## src/hw/rtl/tlfr_pkg.sv

```systemverilog
// types, constants and tag tables shared across the frame receiver
`timescale 1ns / 1ps

package tlfr_pkg;

    localparam int unsigned StartTagLen = 13;
    localparam int unsigned SizeTagLen  = 6;
    localparam int unsigned CloseTagLen = 7;
    localparam int unsigned LenBytes    = 4;

    localparam logic [7:0] ChLt    = 8'h3c; // '<'
    localparam logic [7:0] ChG     = 8'h47; // 'G'
    localparam logic [3:0] PosZero = 4'd0;
    localparam logic [3:0] PosOne  = 4'd1;
    localparam logic [3:0] PosTwo  = 4'd2;

    typedef enum logic [4:0] {
        PH_HUNT  = 5'b00001,
        PH_SIZE  = 5'b00010,
        PH_LEN   = 5'b00100,
        PH_CLOSE = 5'b01000,
        PH_DATA  = 5'b10000
    } t_phase;

    typedef struct packed {
        logic [7:0] rx_byte;
        logic       chunk_end;
        logic       rx_fault;
    } t_in_item;

    typedef struct packed {
        logic        payload_valid;
        logic [7:0]  payload_byte;
        logic [1:0]  ack_count;
        logic        header_accepted;
        logic [31:0] declared_size;
        logic        transfer_done;
        logic        fault_abort;
    } t_result;

    // start tag characters
    function automatic logic [7:0] start_char(input logic [3:0] idx);
        logic [7:0] c;
        unique case (idx)
            4'd0:    c = 8'h3c;
            4'd1:    c = 8'h47;
            4'd2:    c = 8'h41;
            4'd3:    c = 8'h4d;
            4'd4:    c = 8'h4d;
            4'd5:    c = 8'h41;
            4'd6:    c = 8'h5f;
            4'd7:    c = 8'h53;
            4'd8:    c = 8'h54;
            4'd9:    c = 8'h41;
            4'd10:   c = 8'h52;
            4'd11:   c = 8'h54;
            4'd12:   c = 8'h3e;
            default: c = 8'h00;
        endcase
        return c;
    endfunction

    // "<SIZE>"
    function automatic logic [7:0] size_char(input logic [3:0] idx);
        logic [7:0] c;
        unique case (idx)
            4'd0:    c = 8'h3c;
            4'd1:    c = 8'h53;
            4'd2:    c = 8'h49;
            4'd3:    c = 8'h5a;
            4'd4:    c = 8'h45;
            4'd5:    c = 8'h3e;
            default: c = 8'h00;
        endcase
        return c;
    endfunction

    // "</SIZE>"
    function automatic logic [7:0] close_char(input logic [3:0] idx);
        logic [7:0] c;
        unique case (idx)
            4'd0:    c = 8'h3c;
            4'd1:    c = 8'h2f;
            4'd2:    c = 8'h53;
            4'd3:    c = 8'h49;
            4'd4:    c = 8'h5a;
            4'd5:    c = 8'h45;
            4'd6:    c = 8'h3e;
            default: c = 8'h00;
        endcase
        return c;
    endfunction

    // start-tag position to resume from after a mismatch
    function automatic logic [3:0] resume_pos(input logic [3:0] prev, input logic [7:0] b);
        logic [3:0] r;
        if (prev == PosOne && b == ChG) begin
            r = PosTwo;
        end else if (b == ChLt) begin
            r = PosOne;
        end else begin
            r = PosZero;
        end
        return r;
    endfunction

endpackage

```

## src/hw/rtl/tlfr_if.sv

```systemverilog
// stream interfaces for received words and result words
`timescale 1ns / 1ps

interface tlfr_in_if;
    logic       valid;
    logic       ready;
    logic [7:0] rx_byte;
    logic       chunk_end;
    logic       rx_fault;

    modport source (output valid, output rx_byte, output chunk_end, output rx_fault,
                    input ready);
    modport sink   (input valid, input rx_byte, input chunk_end, input rx_fault,
                    output ready);
endinterface

interface tlfr_out_if;
    logic        valid;
    logic        ready;
    logic        payload_valid;
    logic [7:0]  payload_byte;
    logic [1:0]  ack_count;
    logic        header_accepted;
    logic [31:0] declared_size;
    logic        transfer_done;
    logic        fault_abort;

    modport source (output valid, output payload_valid, output payload_byte,
                    output ack_count, output header_accepted, output declared_size,
                    output transfer_done, output fault_abort, input ready);
    modport sink   (input valid, input payload_valid, input payload_byte,
                    input ack_count, input header_accepted, input declared_size,
                    input transfer_done, input fault_abort, output ready);
endinterface

```

## src/hw/rtl/tlfr_core.sv

```systemverilog
// frame parser state and the per-word next-state and result logic
`timescale 1ns / 1ps

module tlfr_core (
    input  logic               i_clk,
    input  logic               i_rst_n,
    input  logic               i_en,
    input  tlfr_pkg::t_in_item i_item,
    output tlfr_pkg::t_result  o_result
);

    tlfr_pkg::t_phase r_phase, n_phase;
    logic [3:0]       r_pos, n_pos;
    logic [31:0]      r_exp, n_exp;
    logic [31:0]      r_cnt, n_cnt;
    logic             r_cbip, n_cbip;
    logic             r_acs, n_acs;

    logic             cbip_eff;
    logic [31:0]      cnt_inc;
    logic             data_done;
    logic [7:0]       b;
    logic [3:0]       pos_inc;
    tlfr_pkg::t_result res;

    assign b        = i_item.rx_byte;
    assign pos_inc  = r_pos + 4'd1;
    assign cnt_inc  = r_cnt + 32'd1;
    assign data_done = (cnt_inc >= r_exp);
    assign cbip_eff = r_acs ? (r_phase == tlfr_pkg::PH_DATA) : r_cbip;

    always_comb begin
        n_phase = r_phase;
        n_pos   = r_pos;
        n_exp   = r_exp;
        n_cnt   = r_cnt;
        n_cbip  = cbip_eff;
        n_acs   = i_item.chunk_end;
        res     = '0;

        if (i_item.rx_fault) begin
            if (r_phase == tlfr_pkg::PH_DATA) begin
                res.fault_abort = 1'b1;
                n_phase = tlfr_pkg::PH_HUNT;
                n_pos   = tlfr_pkg::PosZero;
                n_exp   = '0;
                n_cnt   = '0;
                n_cbip  = 1'b0;
            end
        end else begin
            unique case (r_phase)
                tlfr_pkg::PH_SIZE: begin
                    if (r_pos < 4'(tlfr_pkg::SizeTagLen) && b == tlfr_pkg::size_char(r_pos)) begin
                        if (pos_inc == 4'(tlfr_pkg::SizeTagLen)) begin
                            n_phase = tlfr_pkg::PH_LEN;
                            n_pos   = tlfr_pkg::PosZero;
                            n_exp   = '0;
                        end else begin
                            n_pos = pos_inc;
                        end
                    end else begin
                        n_phase = tlfr_pkg::PH_HUNT;
                        n_pos   = tlfr_pkg::resume_pos(r_pos, b);
                        n_exp   = '0;
                        n_cnt   = '0;
                        n_cbip  = 1'b0;
                    end
                end
                tlfr_pkg::PH_LEN: begin
                    // little-endian length, one byte lane per position
                    unique case (r_pos[1:0])
                        2'd0: n_exp = r_exp | {24'd0, b};
                        2'd1: n_exp = r_exp | {16'd0, b, 8'd0};
                        2'd2: n_exp = r_exp | {8'd0, b, 16'd0};
                        2'd3: n_exp = r_exp | {b, 24'd0};
                        default: n_exp = r_exp;
                    endcase
                    if (r_pos[1:0] == 2'(tlfr_pkg::LenBytes - 1)) begin
                        n_phase = tlfr_pkg::PH_CLOSE;
                        n_pos   = tlfr_pkg::PosZero;
                    end else begin
                        n_pos = {2'd0, r_pos[1:0] + 2'd1};
                    end
                end
                tlfr_pkg::PH_CLOSE: begin
                    if (r_pos < 4'(tlfr_pkg::CloseTagLen) && b == tlfr_pkg::close_char(r_pos)) begin
                        if (pos_inc == 4'(tlfr_pkg::CloseTagLen)) begin
                            res.header_accepted = 1'b1;
                            res.declared_size   = r_exp;
                            n_pos  = tlfr_pkg::PosZero;
                            n_cnt  = '0;
                            n_cbip = 1'b0;
                            if (r_exp == '0) begin
                                // empty payload completes on the header word
                                res.transfer_done = 1'b1;
                                res.ack_count     = 2'd2;
                                n_phase = tlfr_pkg::PH_HUNT;
                                n_exp   = '0;
                            end else begin
                                res.ack_count = 2'd1;
                                n_phase = tlfr_pkg::PH_DATA;
                            end
                        end else begin
                            n_pos = pos_inc;
                        end
                    end else begin
                        n_phase = tlfr_pkg::PH_HUNT;
                        n_pos   = tlfr_pkg::resume_pos(r_pos, b);
                        n_exp   = '0;
                        n_cnt   = '0;
                        n_cbip  = 1'b0;
                    end
                end
                tlfr_pkg::PH_DATA: begin
                    res.payload_valid = 1'b1;
                    res.payload_byte  = b;
                    res.ack_count     = 2'(cbip_eff && (data_done || i_item.chunk_end))
                                      + 2'(data_done);
                    res.transfer_done = data_done;
                    if (data_done) begin
                        n_phase = tlfr_pkg::PH_HUNT;
                        n_pos   = tlfr_pkg::PosZero;
                        n_exp   = '0;
                        n_cnt   = '0;
                        n_cbip  = 1'b0;
                    end else begin
                        n_cnt = cnt_inc;
                    end
                end
                default: begin
                    // hunting for the start tag
                    if (r_pos < 4'(tlfr_pkg::StartTagLen) && b == tlfr_pkg::start_char(r_pos)) begin
                        if (pos_inc == 4'(tlfr_pkg::StartTagLen)) begin
                            n_phase = tlfr_pkg::PH_SIZE;
                            n_pos   = tlfr_pkg::PosZero;
                        end else begin
                            n_phase = tlfr_pkg::PH_HUNT;
                            n_pos   = pos_inc;
                        end
                    end else begin
                        n_phase = tlfr_pkg::PH_HUNT;
                        n_pos   = tlfr_pkg::resume_pos(r_pos, b);
                        n_exp   = '0;
                        n_cnt   = '0;
                        n_cbip  = 1'b0;
                    end
                end
            endcase
        end
    end

    assign o_result = res;

    always_ff @(posedge i_clk) begin
        if (!i_rst_n) begin
            r_phase <= tlfr_pkg::PH_HUNT;
            r_pos   <= tlfr_pkg::PosZero;
            r_exp   <= '0;
            r_cnt   <= '0;
            r_cbip  <= 1'b0;
            r_acs   <= 1'b1;
        end else if (i_en) begin
            r_phase <= n_phase;
            r_pos   <= n_pos;
            r_exp   <= n_exp;
            r_cnt   <= n_cnt;
            r_cbip  <= n_cbip;
            r_acs   <= n_acs;
        end
    end

endmodule

```

## src/hw/rtl/tagged_length_frame_receiver.sv

```systemverilog
// top level of the tagged-length frame receiver: input and result registers
`timescale 1ns / 1ps

// channel   modport  words
// i_in      sink     rx_byte, chunk_end, rx_fault
// o_out     source   payload_valid, payload_byte, ack_count, header_accepted,
//                    declared_size, transfer_done, fault_abort
//
// one word in and one result word out per cycle while o_out does not stall; a word passes
// through the input register, then parse logic into the result register
// the parser state advances as a word moves into the result register
// synchronous active-low reset clears the parser to hunting and both stages empty
// a stall on o_out holds the result register, then the input register, then i_in

module tagged_length_frame_receiver (
    input  logic            i_clk,
    input  logic            i_rst_n,
    tlfr_in_if.sink         i_in,
    tlfr_out_if.source      o_out
);

    logic               r_in_valid;
    tlfr_pkg::t_in_item r_in;
    logic               r_out_valid;
    tlfr_pkg::t_result  r_out;
    tlfr_pkg::t_result  core_res;
    logic               advance;

    assign advance    = r_in_valid && (!r_out_valid || o_out.ready);
    assign i_in.ready = !r_in_valid || advance;

    tlfr_core u_core (
        .i_clk    (i_clk),
        .i_rst_n  (i_rst_n),
        .i_en     (advance),
        .i_item   (r_in),
        .o_result (core_res)
    );

    always_ff @(posedge i_clk) begin
        if (!i_rst_n) begin
            r_in_valid  <= 1'b0;
            r_out_valid <= 1'b0;
        end else begin
            if (i_in.ready) begin
                r_in_valid <= i_in.valid;
            end
            if (advance) begin
                r_out_valid <= 1'b1;
            end else if (o_out.ready) begin
                r_out_valid <= 1'b0;
            end
        end
    end

    always_ff @(posedge i_clk) begin
        if (i_in.ready && i_in.valid) begin
            r_in.rx_byte   <= i_in.rx_byte;
            r_in.chunk_end <= i_in.chunk_end;
            r_in.rx_fault  <= i_in.rx_fault;
        end
        if (advance) begin
            r_out <= core_res;
        end
    end

    assign o_out.valid           = r_out_valid;
    assign o_out.payload_valid   = r_out.payload_valid;
    assign o_out.payload_byte    = r_out.payload_byte;
    assign o_out.ack_count       = r_out.ack_count;
    assign o_out.header_accepted = r_out.header_accepted;
    assign o_out.declared_size   = r_out.declared_size;
    assign o_out.transfer_done   = r_out.transfer_done;
    assign o_out.fault_abort     = r_out.fault_abort;

endmodule
```

## src/flat_wrapper.sv

```systemverilog
// flat-port wrapper written by rule: the top's interface ports become plain ports
module tagged_length_frame_receiver_flat 
  (i_clk, i_rst_n, i_in_valid, i_in_rx_byte, i_in_chunk_end, i_in_rx_fault, i_in_ready, o_out_valid, o_out_payload_valid, o_out_payload_byte, o_out_ack_count, o_out_header_accepted, o_out_declared_size, o_out_transfer_done, o_out_fault_abort, o_out_ready);
  tlfr_in_if i_in_i ();
  tlfr_out_if o_out_i ();
  input  logic i_clk;
  input  logic i_rst_n;
  input wire logic [$bits(i_in_i.valid)-1:0] i_in_valid;
  input wire logic [$bits(i_in_i.rx_byte)-1:0] i_in_rx_byte;
  input wire logic [$bits(i_in_i.chunk_end)-1:0] i_in_chunk_end;
  input wire logic [$bits(i_in_i.rx_fault)-1:0] i_in_rx_fault;
  output wire logic [$bits(i_in_i.ready)-1:0] i_in_ready;
  output wire logic [$bits(o_out_i.valid)-1:0] o_out_valid;
  output wire logic [$bits(o_out_i.payload_valid)-1:0] o_out_payload_valid;
  output wire logic [$bits(o_out_i.payload_byte)-1:0] o_out_payload_byte;
  output wire logic [$bits(o_out_i.ack_count)-1:0] o_out_ack_count;
  output wire logic [$bits(o_out_i.header_accepted)-1:0] o_out_header_accepted;
  output wire logic [$bits(o_out_i.declared_size)-1:0] o_out_declared_size;
  output wire logic [$bits(o_out_i.transfer_done)-1:0] o_out_transfer_done;
  output wire logic [$bits(o_out_i.fault_abort)-1:0] o_out_fault_abort;
  input wire logic [$bits(o_out_i.ready)-1:0] o_out_ready;
  assign i_in_i.valid = i_in_valid;
  assign i_in_i.rx_byte = i_in_rx_byte;
  assign i_in_i.chunk_end = i_in_chunk_end;
  assign i_in_i.rx_fault = i_in_rx_fault;
  assign i_in_ready = i_in_i.ready;
  assign o_out_valid = o_out_i.valid;
  assign o_out_payload_valid = o_out_i.payload_valid;
  assign o_out_payload_byte = o_out_i.payload_byte;
  assign o_out_ack_count = o_out_i.ack_count;
  assign o_out_header_accepted = o_out_i.header_accepted;
  assign o_out_declared_size = o_out_i.declared_size;
  assign o_out_transfer_done = o_out_i.transfer_done;
  assign o_out_fault_abort = o_out_i.fault_abort;
  assign o_out_i.ready = o_out_ready;
  tagged_length_frame_receiver u_core (.i_clk(i_clk), .i_rst_n(i_rst_n), .i_in(i_in_i), .o_out(o_out_i));
endmodule
```

## config.mk

```make
export PLATFORM = sky130hd
export DESIGN_NAME = tagged_length_frame_receiver_flat
export DESIGN_NICKNAME = d
export VERILOG_FILES = /design/src/hw/rtl/tlfr_pkg.sv /design/src/hw/rtl/tlfr_if.sv /design/src/hw/rtl/tlfr_core.sv /design/src/hw/rtl/tagged_length_frame_receiver.sv /design/src/flat_wrapper.sv
export SDC_FILE = /design/constraint.sdc
export NUM_CORES = 1
export LEC_CHECK = 0
export BUFFER_PORTS_ARGS = -buffer_cell sky130_fd_sc_hd__buf_4
export CAP_MARGIN = 20
export CORE_UTILIZATION = 58
export DETAILED_ROUTE_END_ITERATION = 16
export PLACE_DENSITY = 0.83
export SYNTH_ARGS = -nofsm -noshare
export SYNTH_HDL_FRONTEND = slang
export SYNTH_SLANG_ARGS = --single-unit
```

## constraint.sdc

```tcl
create_clock -name i_clk -period 9.46 [get_ports i_clk]
set_input_delay 0 -clock i_clk [delete_from_list [all_inputs] [get_ports i_clk]]
set_output_delay 0 -clock i_clk [all_outputs]
set_load 0.05 [all_outputs]
```

# == Word-level counts from Yosys, hierarchy flattened ==
# Memories as Yosys holds them, arrays and structs flattened. A register that Yosys moved wholly into a read port is not among the register bits.
# Index checks and enable logic that the tools add are counted.
# word_totals
register_bits,133
rom_bits,112
out_inout_bits,48
word_cells,160
mem_count,1
# memory_table
name,depth,word_bits,read_ports,rd_clocked_by_memory_dff,wr,line_no,rtl
(name not given),16,7,1,1,0,tlfr_pkg.sv:44,unique case (idx)
# op_classes
n_addsub,4
magnitude_cmp,4
eq_ne,30
n_mux,71
bitwise_logic,8
reduce_logical,24
# ops
operator,count
32-bit two-way mux,14
32-bit one-hot mux with 4 select lines,3
36-bit two-way mux,2
5-bit two-way mux,10
7-bit one-hot mux with 7 select lines,1
4-bit two-way mux,12
8-bit two-way mux,6
7-bit one-hot mux with 6 select lines,1
"32-bit by 1-bit adder with 32-bit output, second input constant",1
32-bit greater-or-equal comparator,1
32-bit zero test,1
32-bit by 16-bit OR with 32-bit output,1
32-bit by 24-bit OR with 32-bit output,1
32-bit OR,1
32-bit by 8-bit OR with 32-bit output,1
8-bit equality test,3
"4-bit by 3-bit equality test with 1-bit output, second input constant",5
5-bit one-hot mux with 4 select lines,1
4-bit one-hot mux with 4 select lines,1
1-bit two-way mux,13
"4-bit by 3-bit inequality test with 1-bit output, second input constant",3
6-bit AND reduction,2
9-bit two-way mux,1
"3-bit by 2-bit inequality test with 1-bit output, second input constant",3
35 further kinds,53

# == Depth between registers and ports, before layout ==
# Gate-level depths: netlist (run 1).
# depth
word_depth,11
mapped_depth,24
ltp_nobuf,22

# == By module ==
# A second synthesis (run 1) with hierarchy kept.
# unflattened
hier_cells,917
hier_area_um2,8271.7
# by_module_without_submodules
mod,instances,cells_per_inst,area_each_um2,seq_area_each_um2
tlfr_core,1,852,6486.2,1641.6
tagged_length_frame_receiver,1,65,1785.5,1721.7

# == Worst setup path after synthesis (run 1) ==
# No wires, ideal clock.
# synth_timing
path_kind,flip-flop to flip-flop
start,register u_core.u_core.r_cnt[0]
end,register (tool-made name)
setup_time_ns,0.137
t_arrival_ns,4.792
required_ns,9.323
path_slack_ns,4.532
stages_incl_launch_ff,24
period_less_slack_ns,4.928
cell_sequence,dfxtp_1 > ha_1 > and3_1 > nand3_1 > nor3_2 > and3_1 > and2_1 > and3_1 > clkbuf_1 > xor2_1 > ha_1 > and2_0 > a221o_1 > a221oi_1 > o211ai_1 > clkbuf_1 > nand2_1 > a22o_1 > and2_1 > inv_1 > ha_1 > and2_1 > a211oi_1 > a211oi_1
# synth_rtl
item,line_no,rtl
"start, declared",tlfr_core.sv:15,"logic [31:0] r_cnt, n_cnt;"
"start signal, assigned",tlfr_core.sv:166,r_cnt <= n_cnt;

==> metrics.txt, run 1 <==
mean post-synth cell area 8.88 sq um; worst path cell trace ha_1, and3_1, nand3_1, nor3_2, and3_1, and2_1, nand2_1, xnor2_1, ha_1, and4_1, nor4b_1, o211ai_1, o21a_1, o211ai_1, nand2_1, a22oi_1, nor2_1, inv_1, ha_1, and2_1, a211oi_1, a211oi_1; CP Data Arrival Time approximately 6.0 ns; placement row count 42; global placer's final weighted congestion roughly 0.92; die width around 120 microns; max-slew violation count 0; Core Area about 0.013 sq mm; clock tree buffer depth 2; status finished, final reports clean; DR iter-0 viols between 700 and 800; All-Layer GR Usage between 20% and 30%; Reg clk slew, reported paths around 0.060 ns; final WL slightly below 20000 microns; Initial Utilization 59.5%; Syn. warnings 0; diodes inserted 0; top cell type's share of synthesized area a little over a fifth; most frequent cells in the layout nor2_1, a21oi_1, dfxtp_1; EDFF count, synth 56; Leakage approximately 3.5 nW; Die ar. about 0.014 sq mm; CTS tree yes; number of max-cap violations 0; Post-CTS Resized 0; worst-margin pin slew between 0.9 and 1 ns; CP Max Fanout 6; DR DRC count 0; share of layout cells above drive strength 1 around an eighth; Worst Skew 0.00773 ns; vias in the first global route 6362; # clock sinks 140; vias per cell between 6 and 7; post-layout min period between 5 and 6 ns; worst skew pair latency roughly 0.43 ns; area delta synth->final 16.0%; Async S/R FF share, synth 0%; RSZ-0062 raised after global routing false; CTS Buf Count 17; Netlist cell types between 70 and 80; WL/cell between 15 and 20 microns; Routed Antenna Nets 0; area leader, netlist dfxtp_1; Die Span Y approximately 120 microns; first-pass GRT wire length around 32000 microns; flops & latches, synth 140; synthesized cell area roughly 0.008 sq mm; hold_buf cts 14; Syn Inst Count ~900; CP Capture Type flop; net count after synthesis around 950; final worst-path cycle share 59.4%; PortBufs roughly 60; initial antenna violation count 0; Final Hold Viols 0; drt pass-1 iters 5; Worst VDD drop 0.000124 V; Top FF cell, synth dfxtp_1; top cells by area, synth dfxtp_1, edfxtp_1, ha_1; Setup-failing EPs final 0; CP dominant cell by count ha_1; post-layout util between 60 and 70%; pin count of the biggest net entering global routing just over 50; FILL cells 1032; IO Count between 60 and 70; Setup TNS Final 0 ns; setup bufs post-CTS 0; Crit path required time approximately 9.8 ns; GRT Residual Overflow 0; crit start category flop; commonest non-fill, non-tap cell in the layout nor2_1; CTS root buf clkbuf_16; Max stage delay on crit path 0.50 ns; hpwl dp roughly 13000 microns; via count slightly below 7000; fmax about 180 MHz; Slew HR roughly two fifths; Nets 1000; Power Dens Cells between 150 and 200 mW/mm^2; sequential fraction of the synthesis area 42.5%; HP Class input pin to flop; H-tree depth 4; Worst path slowest cell a22oi_1; Crit Path Category flop to flop
critical path: cells and delay by family (launching register included):
| family | cells | cell delay, ns |
|---|---|---|
| xor gates and xnor gates | 1 | 0.15 |
| buffers and inverters | 1 | 0.18 |
| and+or+nand+nor | 11 | 2.47 |
| AOI/OAI and AO/OA | 6 | 1.51 |
| adders and majority gates | 3 | 0.80 |
| DFF | 1 | 0.42 |
logic make-up after synthesis:
group                    count (synthesis)  share of synthesized area (%)
buffers and inverters                   99                           5.12
multiplexers                             4                          0.506
adder cells (fa/ha/maj)                 44                           6.96
flip-flops                             140                           42.5
XOR/XNOR                                43                           4.76
AND/OR/NAND/NOR                        352                           23.7
AO/OA/AOI/OAI                          209                           16.5
stage by stage:
| step | setup WS, ns | std cells | power, W | hold slack [ns] | instance area, sq um |
|---|---|---|---|---|---|
| floorplan | 4.53 | 891 | 0.000754 | 0.0989 | 7910 |
| global placement | 4.28 | 1084 | 0.000791 | 0.178 | 8400 |
| detailed placement | 4.06 | 1084 | 0.000793 | 0.180 | 8400 |
| CTS | 3.89 | 1130 | 0.00149 | 0.286 | 9160 |
| global route | 3.31 | 1131 | 0.00153 | 0.287 | 9180 |
| finish | 3.84 | 1131 | 0.00149 | 0.293 | 9180 |
state kept, by name, indices dropped and copies added, names as in the netlist, named ones only:
register                      flops
u_core.u_core.r_acs               1
u_core.u_core.r_pos               4
u_core.u_core.r_phase             5
u_core.o_out.declared_size       32
u_core.o_out.transfer_done        1
u_core.o_out.payload_valid        1
u_core.r_in_valid                 1
u_core.o_out.ack_count            2
u_core.o_out.payload_byte         8
u_core.o_out.valid                1
u_core.o_out.fault_abort          1
u_core.u_core.r_cnt              32
u_core.r_in                      10
u_core.o_out.header_accepted      1
u_core.u_core.r_exp              32
u_core.u_core.r_cbip              1
cell usage after synthesis, types with 9 or more instances:
cell type / count
a211oi_1: 10
a21oi_1: 91
and3_1: 16
buf_2: 9
clkbuf_1: 31
dfxtp_1: 84
edfxtp_1: 56
ha_1: 44
inv_1: 50
nand2_1: 40
nand2b_1: 9
nand3_1: 24
nand3b_1: 13
nand4_1: 11
nor2_1: 99
nor2b_1: 14
nor3_1: 49
nor3b_1: 11
nor4_1: 14
o211ai_1: 9
o21ai_0: 42
or3_1: 11
xnor2_1: 27
xor2_1: 16
worst paths after layout:
path | startpoint | to | slack, ns | cells past startpoint
worst max-delay path | u_core.u_core.r_cnt[0]$_SDFFE_PN0P_ | flop | 3.84 | 22
worst min-delay path | i_in_rx_byte[6] | u_core.r_in[8]$_DFFE_PP_ | 0.29 | 2
worst max register to register | u_core.u_core.r_cnt[0]$_SDFFE_PN0P_ | flop | 3.84 | 22
worst min register to register | u_core.u_core.r_exp[12]$_SDFFE_PN0P_ | u_core.u_core.r_exp[12]$_SDFFE_PN0P_ | 0.50 | 2
per-layer routing:
metal | track usage (%) | share of wire [%] | vias up
met3 | 5.94 | 8.6 | 35
li1 | - | - | 3320
met2 | 45.9 | 46 | 345
met5 | 0 | 0 | -
met1 | 38.7 | 44 | 3225
met4 | 10.1 | 2.0 | 0
where the power goes:
part           internal, W  leakage, nW  total, W  switching, W
clock             0.000448        0.302  0.000700      0.000253
combinational    0.0000418         1.99  0.000127     0.0000856
sequential        0.000644         1.19  0.000662     0.0000174
area by class of cell:
type                       count  area, sq um  area share [%]
inverter                      52          195            2.13
sequential                   140         3360            36.6
clock inverter                11          166            1.81
clock buffer                  21          450            4.91
timing repair buffer          79          641            6.98
tap                          176          220            2.40
multi-input combinational    652         4150            45.1
Note: power is estimated with default switching activity, not from simulation.
==> inputs of run 2 (changes only) <==
--- a/config.mk
+++ b/config.mk
@@ -5,9 +5,10 @@
 export SDC_FILE = /design/constraint.sdc
 export NUM_CORES = 1
 export LEC_CHECK = 0
+export ABC_AREA = 1
 export BUFFER_PORTS_ARGS = -buffer_cell sky130_fd_sc_hd__buf_4
 export CAP_MARGIN = 20
-export CORE_UTILIZATION = 58
+export CORE_UTILIZATION = 55
 export DETAILED_ROUTE_END_ITERATION = 16
 export PLACE_DENSITY = 0.83
 export SYNTH_ARGS = -nofsm -noshare
==> constraint.sdc (replaced) <==
create_clock -name i_clk -period 4.85 [get_ports i_clk]
set_input_delay 0 -clock i_clk [delete_from_list [all_inputs] [get_ports i_clk]]
set_output_delay 0 -clock i_clk [all_outputs]
set_load 0.05 [all_outputs]
==> metrics.txt, run 2 <==
status finished, final reports clean; mean post-synth cell area slightly below 8 sq um; DR iter-0 viols between 800 and 900; synthesized cell area ~0.0086 sq mm; Syn Inst Count approximately 1100; global placer's final weighted congestion roughly 0.95; CP Buf/Inv Count 5; post-layout util between 60 and 70%; CP delay by family, top simple AND/OR/NAND/NOR gates; CTS root buf clkbuf_16; fmax around 220 MHz; net count after synthesis around 1200; DR DRC count 0; diodes inserted 0; most frequent cells in the layout nand2_1, inv_1, nor2_1; vias in the first global route around 7300; Worst path slowest cell dfxtp_1; PortBufs 61; initial antenna violation count 0; top post-synthesis cells by count nand2_1, inv_1, nor2_1; via count between 7000 and 8000; Setup-failing EPs final 0; vias per cell 5.77; drt pass-1 iters 5; Crit Path Category flop to flop; CTS tree yes; CP Max Fanout 5; first-pass GRT wire length around 36000 microns; DP Worst Slack around 0.33 ns; worst-margin pin slew slightly below 0.8 ns; Async S/R FF share, synth 0%; top cell type's share of synthesized area roughly a fifth; most common cell in the synthesized netlist nand2_1; final setup margin between 0.3 and 0.4 ns; final WL about 23000 microns; Nets 1240; Slew HR a little under half; Reg clk slew, reported paths roughly 0.070 ns; Netlist cell types 47; pin count of the biggest net entering global routing 57; share of layout cells above drive strength 1 between 10% and 20%; Syn. warnings 0; EDFF count, synth 56; final worst-path cycle share 92.2%; Hold WS between 0.2 and 0.3 ns; clock tree buffer depth 2; GRT Residual Overflow 0; post-layout min period roughly 4.5 ns; Die Span Y about 130 microns; CP dominant cell by count nand2_1; Leakage between 4 and 5 nW; max-slew violation count 0; commonest non-fill, non-tap cell in the layout nand2_1; CTS Buf Count 17; Routed Antenna Nets 0; # clock sinks between 100 and 150; crit start category flop; worst skew pair latency 0.44 ns; WL/cell about 16 microns; Worst VDD drop approximately 0.00033 V; sequential fraction of the synthesis area around two fifths; die width approximately 130 microns; Die ar. 0.0161 sq mm; placement row count 45; CP Data Arrival Time 4.80 ns; CP Capture Type flop; Max stage delay on crit path approximately 0.37 ns; Core Area between 0.015 and 0.02 sq mm; area delta synth->final 16.3%; hpwl dp about 16000 microns; All-Layer GR Usage a little under 30%; Power Dens Cells roughly 310 mW/mm^2; H-tree depth 4; Worst Skew 0.0115 ns; Final Hold Viols 0; area leader, netlist dfxtp_1; IO Count 62; Top FF cell, synth dfxtp_1; Initial Utilization a little under three fifths; number of max-cap violations 0; top cells by area, synth dfxtp_1, edfxtp_1, nand2_1; Crit path required time between 5 and 6 ns; flops & latches, synth 140; HP Class input pin to flop
-- run 2: metrics by stage --
stage	total power, W	std cells	cell area, sq um	TNS (ns)
floorplan	0.00161	1108	8560	0
global placement	0.00169	1334	9120	0
detailed placement	0.00171	1334	9120	0
CTS	0.00310	1380	9890	0
global route	0.00320	1383	9950	-0.0330
finish	0.00311	1383	9950	0
-- run 2: per-layer routing --
layer / track usage [%] / share of wire (%) / up-vias
li1: - / - / 3821
met1: 37.1 / 43 / 3710
met2: 48.8 / 47 / 392
met3: 5.44 / 7.6 / 60
met4: 11.9 / 2.5 / 0
met5: 0 / 0 / -
-- run 2: worst paths after layout --
check	depth (start not counted)	start	endpoint	slack (ns)
worst max register to register	28	u_core.u_core.r_cnt[4]$_SDFFE_PN0P_	flop	0.38
worst min register to register	2	u_core.u_core.r_phase[1]$_SDFFE_PN0P_	u_core.u_core.r_phase[1]$_SDFFE_PN0P_	0.49
worst min-delay path	2	i_in_chunk_end	u_core.r_in[1]$_DFFE_PP_	0.27
worst max-delay path	28	u_core.u_core.r_cnt[4]$_SDFFE_PN0P_	flop	0.38
-- run 2: cell type report --
| cell class | instances | area, sq um |
|---|---|---|
| sequential | 140 | 3360 |
| inverter | 165 | 619 |
| multi-input combinational | 774 | 4420 |
| clock inverter | 14 | 193 |
| tap | 188 | 235 |
| fill | 1247 | 5250 |
| timing repair buffer | 84 | 686 |
| clock buffer | 18 | 439 |
-- run 2: repair_timing --
| action | in CTS | in global routing |
|---|---|---|
| endpoints found under the hold margin | 14 | 0 |
| setup endpoints to repair | 0 | 7 |
| hold buffers | 14 | 0 |
| buffers inserted | 0 | 2 |
| gates resized for setup | 0 | 7 |
-- run 2: where the power goes --
part / internal [W] / leakage [nW] / switching (W)
Sequential: 0.00127 / 1.24 / 0.0000311
Combinational: 0.000126 / 2.87 / 0.000276
Clock: 0.000874 / 0.293 / 0.000530
Total: 0.00227 / 4.40 / 0.000837
-- run 2: kinds of logic (layout without fill, tap and decap cells) --
family,count (synthesis),in the layout,share of synthesized area (%)
DFF,140,140,39.3
and+or+nand+nor,521,521,27.6
buffers and inverters,194,281,9.31
AOI/OAI and AO/OA,179,179,14.3
adders and majority gates,44,44,6.43
xor gates and xnor gates,30,30,3.07
